[src/rtl/rcfr_pkg.sv]
// Package: shared types, constants and word formats of the RC frame receiver.
`timescale 1ns / 1ps
`default_nettype none
package rcfr_pkg;

  localparam int FRAME_BYTES = 18;
  localparam int FRAME_IDX_BITS = $clog2(FRAME_BYTES);
  localparam int COUNT_BITS = $clog2(FRAME_BYTES + 2);
  localparam int TICK_BITS = 16;
  localparam int STICK_BITS = 11;
  localparam int TIMEOUT_BITS = 16;
  localparam int CFG_DATA_BITS = 16;
  localparam int CFG_INDEX_BITS = 2;
  localparam int TCMP_BITS = (TICK_BITS > TIMEOUT_BITS) ? TICK_BITS : TIMEOUT_BITS;
  localparam int QUEUE_DEPTH = 4;
  localparam int QPTR_BITS = $clog2(QUEUE_DEPTH);
  localparam int QCNT_BITS = $clog2(QUEUE_DEPTH + 1);

  localparam logic [STICK_BITS-1:0] STICK_MIN_RST = 11'd364;
  localparam logic [STICK_BITS-1:0] STICK_MAX_RST = 11'd1684;
  localparam logic [STICK_BITS-1:0] STICK_CENTER_RST = 11'd1024;
  localparam logic [TIMEOUT_BITS-1:0] TIMEOUT_RST = 16'd50;

  // register indexes of the configuration port
  localparam logic [CFG_INDEX_BITS-1:0] CFG_STICK_MIN = 2'd0;
  localparam logic [CFG_INDEX_BITS-1:0] CFG_STICK_MAX = 2'd1;
  localparam logic [CFG_INDEX_BITS-1:0] CFG_STICK_CENTER = 2'd2;
  localparam logic [CFG_INDEX_BITS-1:0] CFG_TIMEOUT = 2'd3;

  // input op codes
  localparam logic [1:0] OP_BYTE = 2'd0;
  localparam logic [1:0] OP_IDLE = 2'd1;
  localparam logic [1:0] OP_TICK = 2'd2;
  localparam logic [1:0] OP_POLL = 2'd3;

  typedef enum logic [1:0] {
    CMD_BYTE,
    CMD_IDLE,
    CMD_TICK,
    CMD_POLL
  } cmd_kind_t;

  typedef struct packed {
    logic [1:0] op;
    logic [7:0] data_byte;
  } in_word_t;

  typedef struct packed {
    cmd_kind_t  kind;
    logic [7:0] data_byte;
  } cmd_t;

  typedef struct packed {
    logic [STICK_BITS-1:0] stick0;
    logic [STICK_BITS-1:0] stick1;
    logic [STICK_BITS-1:0] stick2;
    logic [STICK_BITS-1:0] stick3;
    logic [3:0]            switches;
    logic signed [15:0]    mouse_x;
    logic signed [15:0]    mouse_y;
    logic signed [15:0]    mouse_z;
    logic [15:0]           mouse_buttons;
    logic [15:0]           key_mask;
    logic signed [15:0]    wheel;
    logic                  link_lost;
  } out_word_t;

  // handshake between front queue and back executor
  typedef struct packed {
    logic valid;
    cmd_t cmd;
  } q_head_t;

endpackage
`default_nettype wire

[src/rtl/rcfr_front.sv]
// Front end: accepts input words, decodes the op and queues commands for the back end.
`timescale 1ns / 1ps
`default_nettype none
module rcfr_front (
  input  wire logic              clk,
  input  wire logic              rst,
  input  wire logic              in_valid,
  output logic                   in_stall,
  input  wire rcfr_pkg::in_word_t in_word,
  output rcfr_pkg::q_head_t      head,
  input  wire logic              pop
);
  import rcfr_pkg::*;

  cmd_t                 entries [QUEUE_DEPTH];
  logic [QPTR_BITS-1:0] wr_ptr;
  logic [QPTR_BITS-1:0] rd_ptr;
  logic [QCNT_BITS-1:0] count;
  logic                 push;
  logic                 do_pop;
  cmd_t                 cmd_in;

  always_comb begin
    cmd_in.data_byte = in_word.data_byte;
    unique case (in_word.op)
      OP_BYTE: cmd_in.kind = CMD_BYTE;
      OP_IDLE: cmd_in.kind = CMD_IDLE;
      OP_TICK: cmd_in.kind = CMD_TICK;
      OP_POLL: cmd_in.kind = CMD_POLL;
      default: cmd_in.kind = CMD_POLL;
    endcase
  end

  assign in_stall   = (count == QCNT_BITS'(QUEUE_DEPTH));
  assign push       = in_valid && !in_stall;
  assign head.valid = (count != '0);
  assign head.cmd   = entries[rd_ptr];
  assign do_pop     = pop && head.valid;

  always_ff @(posedge clk) begin
    if (push) begin
      entries[wr_ptr] <= cmd_in;
    end
  end

  always_ff @(posedge clk) begin
    if (rst) begin
      wr_ptr <= '0;
      rd_ptr <= '0;
      count  <= '0;
    end else begin
      if (push) wr_ptr <= wr_ptr + 1'b1;
      if (do_pop) rd_ptr <= rd_ptr + 1'b1;
      if (push && !do_pop) count <= count + 1'b1;
      else if (!push && do_pop) count <= count - 1'b1;
    end
  end

endmodule
`default_nettype wire

[src/rtl/rcfr_back.sv]
// Back end: frame assembly, tick counter, failsafe check and output register.
`timescale 1ns / 1ps
`default_nettype none
module rcfr_back (
  input  wire logic                                 clk,
  input  wire logic                                 rst,
  input  wire rcfr_pkg::q_head_t                    head,
  output logic                                      pop,
  input  wire logic                                 cfg_we,
  input  wire logic [rcfr_pkg::CFG_INDEX_BITS-1:0]  cfg_index,
  input  wire logic [rcfr_pkg::CFG_DATA_BITS-1:0]   cfg_data,
  output logic                                      out_valid,
  input  wire logic                                 out_stall,
  output rcfr_pkg::out_word_t                       out_word
);
  import rcfr_pkg::*;

  logic [STICK_BITS-1:0]   stick_min;
  logic [STICK_BITS-1:0]   stick_max;
  logic [STICK_BITS-1:0]   stick_center;
  logic [TIMEOUT_BITS-1:0] timeout_ticks;

  logic [7:0]              frame_buffer [FRAME_BYTES];
  logic [COUNT_BITS-1:0]   byte_count;
  logic [STICK_BITS-1:0]   sticks [4];
  logic [3:0]              switches;
  logic [15:0]             mouse [3];
  logic [15:0]             buttons;
  logic [15:0]             keys;
  logic [15:0]             wheel;
  logic [TICK_BITS-1:0]    ticks;

  logic                    out_free;
  logic                    exec;
  logic                    lost;
  logic [STICK_BITS-1:0]   sticks_next [4];

  assign out_free = !out_valid || !out_stall;
  assign pop      = head.valid && ((head.cmd.kind != CMD_POLL) || out_free);
  assign exec     = pop;

  // failsafe check against the stored frame
  always_comb begin
    lost = (TCMP_BITS'(ticks) > TCMP_BITS'(timeout_ticks));
    for (int i = 0; i < 4; i++) begin
      if (sticks[i] < stick_min || sticks[i] > stick_max) lost = 1'b1;
    end
    for (int i = 0; i < 4; i++) begin
      sticks_next[i] = lost ? stick_center : sticks[i];
    end
  end

  always_ff @(posedge clk) begin
    if (rst) begin
      stick_min     <= STICK_MIN_RST;
      stick_max     <= STICK_MAX_RST;
      stick_center  <= STICK_CENTER_RST;
      timeout_ticks <= TIMEOUT_RST;
    end else if (cfg_we) begin
      unique case (cfg_index)
        CFG_STICK_MIN:    stick_min     <= cfg_data[STICK_BITS-1:0];
        CFG_STICK_MAX:    stick_max     <= cfg_data[STICK_BITS-1:0];
        CFG_STICK_CENTER: stick_center  <= cfg_data[STICK_BITS-1:0];
        CFG_TIMEOUT:      timeout_ticks <= cfg_data[TIMEOUT_BITS-1:0];
        default: ;
      endcase
    end
  end

  // frame buffer: written in arrival order, no reset
  always_ff @(posedge clk) begin
    if (exec && head.cmd.kind == CMD_BYTE && byte_count < COUNT_BITS'(FRAME_BYTES)) begin
      frame_buffer[byte_count[FRAME_IDX_BITS-1:0]] <= head.cmd.data_byte;
    end
  end

  always_ff @(posedge clk) begin
    if (rst) begin
      byte_count <= '0;
      for (int i = 0; i < 4; i++) sticks[i] <= '0;
      switches   <= '0;
      for (int i = 0; i < 3; i++) mouse[i] <= '0;
      buttons    <= '0;
      keys       <= '0;
      wheel      <= '0;
      ticks      <= '0;
    end else if (exec) begin
      unique case (head.cmd.kind)
        CMD_BYTE: begin
          if (byte_count < COUNT_BITS'(FRAME_BYTES)) byte_count <= byte_count + 1'b1;
          else byte_count <= COUNT_BITS'(FRAME_BYTES + 1);
        end
        CMD_IDLE: begin
          if (byte_count == COUNT_BITS'(FRAME_BYTES)) begin
            sticks[0] <= {frame_buffer[1][2:0], frame_buffer[0]};
            sticks[1] <= {frame_buffer[2][5:0], frame_buffer[1][7:3]};
            sticks[2] <= {frame_buffer[4][0], frame_buffer[3], frame_buffer[2][7:6]};
            sticks[3] <= {frame_buffer[5][3:0], frame_buffer[4][7:1]};
            switches  <= frame_buffer[5][7:4];
            mouse[0]  <= {frame_buffer[7], frame_buffer[6]};
            mouse[1]  <= {frame_buffer[9], frame_buffer[8]};
            mouse[2]  <= {frame_buffer[11], frame_buffer[10]};
            buttons   <= {frame_buffer[13], frame_buffer[12]};
            keys      <= {frame_buffer[15], frame_buffer[14]};
            wheel     <= {frame_buffer[17], frame_buffer[16]};
            ticks     <= '0;
          end
          byte_count <= '0;
        end
        CMD_TICK: begin
          if (ticks != '1) ticks <= ticks + 1'b1;
        end
        CMD_POLL: begin
          for (int i = 0; i < 4; i++) sticks[i] <= sticks_next[i];
        end
        default: ;
      endcase
    end
  end

  // output register; a waiting result does not block non-poll words
  always_ff @(posedge clk) begin
    if (rst) begin
      out_valid <= 1'b0;
    end else if (exec && head.cmd.kind == CMD_POLL) begin
      out_valid <= 1'b1;
    end else if (!out_stall) begin
      out_valid <= 1'b0;
    end
  end

  // link_lost here is the held lost flag of the last poll
  always_ff @(posedge clk) begin
    if (exec && head.cmd.kind == CMD_POLL) begin
      out_word.stick0        <= sticks_next[0];
      out_word.stick1        <= sticks_next[1];
      out_word.stick2        <= sticks_next[2];
      out_word.stick3        <= sticks_next[3];
      out_word.switches      <= switches;
      out_word.mouse_x       <= mouse[0];
      out_word.mouse_y       <= mouse[1];
      out_word.mouse_z       <= mouse[2];
      out_word.mouse_buttons <= buttons;
      out_word.key_mask      <= keys;
      out_word.wheel         <= wheel;
      out_word.link_lost     <= lost;
    end
  end

endmodule
`default_nettype wire

[src/rtl/rc_frame_receiver_failsafe_unit.sv]
// Top level: RC frame receiver with link-loss failsafe.
// Takes one input word per clock unless stalled: bytes, line-idle marks, time ticks and polls.
// Words enter a four-deep command queue; the executor retires one word per clock unless a poll
// waits for the output register. A poll's result enters the output register when the poll
// executes; while that result waits under out_stall, non-poll words keep flowing and a further
// poll waits in the queue. in_stall rises only when the queue is full. Configuration writes
// take effect on the next clock and are expected only while the block is idle.
`timescale 1ns / 1ps
`default_nettype none
module rc_frame_receiver_failsafe_unit (
  input  wire logic                                clk,
  input  wire logic                                rst,
  input  wire logic                                in_valid,
  output logic                                     in_stall,
  input  wire rcfr_pkg::in_word_t                  in_word,
  output logic                                     out_valid,
  input  wire logic                                out_stall,
  output rcfr_pkg::out_word_t                      out_word,
  input  wire logic                                cfg_we,
  input  wire logic [rcfr_pkg::CFG_INDEX_BITS-1:0] cfg_index,
  input  wire logic [rcfr_pkg::CFG_DATA_BITS-1:0]  cfg_data
);
  import rcfr_pkg::*;

  q_head_t head;
  logic    pop;

  rcfr_front u_front (
    .clk      (clk),
    .rst      (rst),
    .in_valid (in_valid),
    .in_stall (in_stall),
    .in_word  (in_word),
    .head     (head),
    .pop      (pop)
  );

  rcfr_back u_back (
    .clk       (clk),
    .rst       (rst),
    .head      (head),
    .pop       (pop),
    .cfg_we    (cfg_we),
    .cfg_index (cfg_index),
    .cfg_data  (cfg_data),
    .out_valid (out_valid),
    .out_stall (out_stall),
    .out_word  (out_word)
  );

endmodule
`default_nettype wire

[config.mk]
export PLATFORM = sky130hd
export DESIGN_NAME = rc_frame_receiver_failsafe_unit
export DESIGN_NICKNAME = d
export VERILOG_FILES = /design/src/rtl/rcfr_pkg.sv /design/src/rtl/rcfr_front.sv /design/src/rtl/rcfr_back.sv /design/src/rtl/rc_frame_receiver_failsafe_unit.sv
export SDC_FILE = /design/constraint.sdc
export NUM_CORES = 1
export LEC_CHECK = 0
export BUFFER_PORTS_ARGS = -buffer_cell sky130_fd_sc_hd__buf_2
export CORE_MARGIN = 3
export CORE_UTILIZATION = 45
export DETAILED_ROUTE_END_ITERATION = 8
export GPL_ROUTABILITY_DRIVEN = 0
export HOLD_SLACK_MARGIN = 0.08
export PLACE_DENSITY = 0.63
export RECOVER_POWER = 100
export SLEW_MARGIN = 20
export SYNTH_ARGS = -nofsm -noshare
export SYNTH_HDL_FRONTEND = slang
export SYNTH_SLANG_ARGS = --single-unit
[constraint.sdc]
create_clock -name clk -period 9.1 [get_ports clk]
set_input_delay 0.455 -clock clk [delete_from_list [all_inputs] [get_ports clk]]
set_output_delay 0.455 -clock clk [all_outputs]
set_load 0.01 [all_outputs]
## After elaboration in Yosys (flattened, before gate mapping)

Memories as Yosys holds them, arrays and structs flattened. A register that Yosys moved wholly into a read port is not among the register bits.
Cells that the tools add are included.
Widths: inputs -> output; s select.

- $add $sub $neg: 6
- Magnitude comparators: 10
- Equal/unequal tests: 16
- Multiplexer cells: 46
- Bitwise logic cells: 11
- Reductions and logical operators: 33

Operators with widths:

| operator | number |
|---|---|
| $mux 11 | 12 |
| $mux 16 | 5 |
| $gt 11x11->1 | 4 |
| $lt 11x11->1 | 4 |
| $pmux 16 s2 | 1 |
| $mux 1 | 21 |
| $add 16x1->16 const B | 1 |
| $gt 16x16->1 | 1 |
| $ne 16x16->1 const B | 1 |
| $eq 2x2->1 const B | 6 |
| $or 1x1->1 | 11 |
| $pmux 5 s2 | 1 |
| $reduce_and 2->1 | 5 |
| $logic_and 1x1->1 | 8 |
| $pmux 2 s4 | 1 |
| $eq 2x1->1 const B | 3 |
| $logic_not 2->1 | 3 |
| $logic_or 1x1->1 | 6 |
| $mux 3 | 2 |
| $ne 2x1->1 const B | 3 |
| $reduce_bool 2->1 | 3 |
| $add 5x1->5 const B | 1 |
| $eq 5x5->1 const B | 1 |
| $logic_not 1->1 | 5 |
| other kinds (11) | 13 |

- Bits in registers: 179
- Bits in writable memories: 276
- Input bits: 33
- Output and inout port bits: 147
- Word-level logic and storage cells: 146
- Memories kept: 4

Memory list:

| name | words | bits a word | rd ports | clocked after Yosys merged registers in | wr ports | RTL line | text |
|---|---|---|---|---|---|---|---|
| u_back.frame_buffer | 18 | 8 | 18 | 6 | 1 | rcfr_back.sv:23 | `logic [7:0] frame_buffer [FRAME_BYTES];` |
| u_back.mouse | 3 | 16 | 3 | 3 | 3 | rcfr_back.sv:27 | `logic [15:0] mouse [3];` |
| u_back.sticks | 4 | 11 | 4 | 0 | 4 | rcfr_back.sv:25 | `logic [STICK_BITS-1:0] sticks [4];` |
| u_front.entries | 4 | 10 | 1 | 1 | 1 | rcfr_front.sv:15 | `cmd_t entries [QUEUE_DEPTH];` |

## Depth between registers and ports, before layout

- Depth after elaboration: 9
- Mapped depth: 13

## By module

From an unflattened synthesis, not the netlist that was laid out.

- Cell total of the unflattened synthesis: 1621
- Area, all modules: 22171.3 µm²

Modules (own cells, without submodules):

| module | times used | cells each | area an instance (µm²) | sequential area each (µm²) |
|---|---|---|---|---|
| rcfr_back | 1 | 1519 | 20253.2 | 13903.3 |
| rcfr_front | 1 | 102 | 1918.1 | 1381.3 |

## Least setup slack after synthesis

Ideal clock, no wire load.

- Kind: reg-to-reg
- From: register (tool-made name)
- To: memory u_back.sticks[0][0], data pin
- Arrival: 5930 ps
- Slack: 2909 ps
- Cell stages (with the launch flop): 11
- Clock period less this slack: 6191 ps
- Path through: dfxtp_1 clkbuf_1 mux4_2 ha_1 nand3_1 o31a_1 nand2_1 inv_1 nor3_1 clkbuf_1 a221o_1

RTL lines:

| what | RTL line |
|---|---|
| to (decl) | rcfr_back.sv:25 |

==> impl_metrics.py <==
metrics = {
    "layout": {
        "fin_nets": 1892,
        "drive_above_1_share_pct": 9.56,
        "nFillCells": 4007,
        "layout_common_cells": "edfxtp_1 (421), nand2_1 (180), clkbuf_1 (175)",
        "areaGrowthSynthToFinish_pct": 14.8,
        "layout_commonest_cell": "edfxtp_1",
        "final_util_pct": 52.6,
    },
    "grt": {
        "track_usage_pct": 19.9,
        "grt_max_degree": 78,
        "grt_pass1_vias": 12900,
        "grt_overflow_total": 0,
        "antenna_found_initial": 1,
        "grt_pass1_wl_mm": 77.4,
    },
    "routing": {
        "wl_per_cell_um": 21.5,
        "wirelength_mm": 51.8,
        "vias": 13300,
        "vias_per_cell": 5.51,
        "route.met3.wl_mm": 3.04,
        "postRouteAntennaNets": 0,
        "top_layer": "met5",
        "drt_iter0_drc": 1031,
        "remaining_drc_errors": 0,
        "met1_length_mm": 22.5,
        "first_pass_iters": 5,
        "wl_met2_mm": 24.8,
    },
    "critical_path": {
        "crit_path_end_kind": "register",
        "criticalPathCategory": "in2reg",
        "cp.required_ns": 9.45,
        "critPathLaunchType": "input pin",
        "cp_max_fo": 71,
        "crit_path_start": "rst",
        "cp.arrival_ns": 6.28,
    },
    "yosys": {
        "synth.area.top_cells": "edfxtp_1 (58%), dfxtp_1 (12%), ha_1 (6.5%)",
        "postSynthCellCount": 1551,
        "synthesis.nets": 1699,
        "yosys.area.top_type_share_pct": 57.6,
        "synth_seq_area_share_pct": 69.6,
        "yosysTopAreaCell": "edfxtp_1",
        "synth_cell_types": 58,
        "avgSynthCellArea_sq_um": 14.2,
        "synthArstFlopShare_pct": 0,
        "synth_seq_cells": 553,
        "yosys_warnings": 0,
        "dominantRegCellSynth": "edfxtp_1",
        "synth_edf_count": 421,
        "synth_area_sq_um": 22000,
    },
    "floorplan": {
        "core-area_sq_um": 47900,
        "die_w_um": 227,
        "start_util_pct": 45.8,
        "pin_count": 180,
        "rows": 80,
        "dieArea_sq_um": 51500,
        "die_h_um": 227,
    },
    "outcome": {
        "violations": "max-capacitance violations, max-slew violations",
        "outcome": "complete, but fails checks",
    },
    "placed_design": {
        "portBuffers": 179,
        "hpwl_mm": 34.2,
    },
    "clock_network": {
        "postCtsSetupBuffers": 0,
        "cts-root-buf": "clkbuf_16",
        "cts_inserted_buffers": 54,
        "htree_levels": 2,
        "cts_resized": 0,
        "clockBufferDepth": 3,
        "tritoncts": "yes",
        "clock_latency_ns": 0.61,
        "cts_sinks": 553,
        "clk_pin_slew_worst_paths_ns": 0.06,
    },
    "job": {
        "drv_cap": 4,
    },
    "timing": {
        "period_share_pct": 65.2,
        "finalClockSkew_ns": 0.0256,
        "relSlewSlack_pct": -112,
        "fin_setup_tns_ns": 0,
        "hold_viol": 0,
        "fin_crit_ns": 5.94,
        "max_clock_freq_mhz": 168,
        "max_slew.worst_pin.slew_ns": 3.18,
        "final_max_slew_viol_count": 212,
        "setup_viol": 0,
        "rsz0062_at_grt": "false",
    },
    "worst_hold_path": {
        "hold_start": "cfg_data[15]",
        "hold_path.class": "in2reg",
    },
    "power_and_ir_drop": {
        "p_leak_nw": 9.00,
        "power_density_nw_per_um2": 263,
        "peakVddDrop_mv": 0.141,
    },
}
-- synth_stat cells, types with 11 or more instances --
library cell    n
clkbuf_1       50
nand2_1       180
a21o_1         13
nand4_1        21
inv_1          57
and2_1         58
nand3_1        20
a221o_1        33
mux2_2         43
ha_1          114
a211o_1        12
mux2i_1        13
dfxtp_1       132
nor2_1         84
edfxtp_1      421
a21oi_1       118
o21ai_0        21
a32o_1         11
-- sequential cells by signal, indices dropped and copies added (netlist names), 3 cells and up, named ones only --
name	cells
u_back.ticks	16
out_word	48
u_back.out_word	97
u_back.mouse	48
u_back.stick_center	11
u_back.sticks	44
u_back.buttons	16
u_back.keys	16
u_front.count	3
u_back.wheel	16
u_front.entries	40
u_back.switches	4
u_back.stick_min	11
u_back.stick_max	11
u_back.byte_count	5
u_back.timeout_ticks	16
u_back.frame_buffer	144
-- area by class of cell --
type	instances	area (sq um)	share of cell area (%)
clock inverter	21	299	1.19
multi-input combinational	875	6180	24.5
inverter	57	219	0.868
timing repair buffer	203	895	3.55
tap	615	769	3.05
sequential	553	15300	60.6
antenna	2	5.00	0.0198
clock buffer	79	1580	6.24
-- stage by stage --
step | hold slack [ns] | std cells | cell area, sq um | power, W | setup WS [ns]
after floorplan | 0.400 | 1551 | 22000 | 0.00394 | 2.91
after global placement | 0.401 | 2287 | 23400 | 0.00440 | 4.85
after detailed placement | 0.405 | 2287 | 23400 | 0.00444 | 4.72
after CTS | 0.0814 | 2401 | 25400 | 0.00674 | 4.71
after global routing | 0.0912 | 2403 | 25200 | 0.00692 | 2.76
final | 0.113 | 2405 | 25200 | 0.00664 | 3.16
-- where the power goes --
part | switching, W | total [W] | internal (W)
logic | 0.000726 | 0.00101 | 0.000287
clock network | 0.000948 | 0.00230 | 0.00135
registers | 0.000178 | 0.00332 | 0.00315
-- kinds of logic after synthesis --
family,share of synthesized area [%]
flip-flops,69.6
XOR/XNOR,0.678
adder cells (fa/ha/maj),6.58
multiplexers,3.87
AO/OA/AOI/OAI,7.23
buffers and inverters,2.34
AND/OR/NAND/NOR,9.71
-- layer usage --
| layer | up-vias | global-route usage (%) |
|---|---|---|
| met3 | 99 | 3.83 |
| met1 | 6598 | 27.2 |
| met4 | 2 | 6.28 |
| li1 | 6133 | - |
| met2 | 420 | 32.5 |
| met5 | - | 0 |
-- worst paths after layout --
check	endpoint	depth (start not counted)	slack [ns]
worst max-delay path	u_back.sticks[3][3]$_DFFE_PP_	6	3.16
worst min-delay path	u_back.timeout_ticks[15]$_SDFFE_PP0P_	3	0.11
worst max register to register	u_back.mouse[0][5]$_SDFFCE_PN0P_	8	3.51
worst min register to register	out_word[65]$_DFFE_PP_	0	0.42
-- critical path, stage by stage --
cell and delay, ns:
clkbuf_1 1.70, clkbuf_1 2.34, or2_0 1.02, nor4_4 0.03, buf_4 0.29, a221o_1 0.33
-- what timing repair did --
item / 4_1_cts / 5_1_grt
endpoints found under the setup margin: 0 / 0
hold buffers: 14 / 0
hold endpoints to repair: 44 / 0
Power figures use the tool's default switching activity.
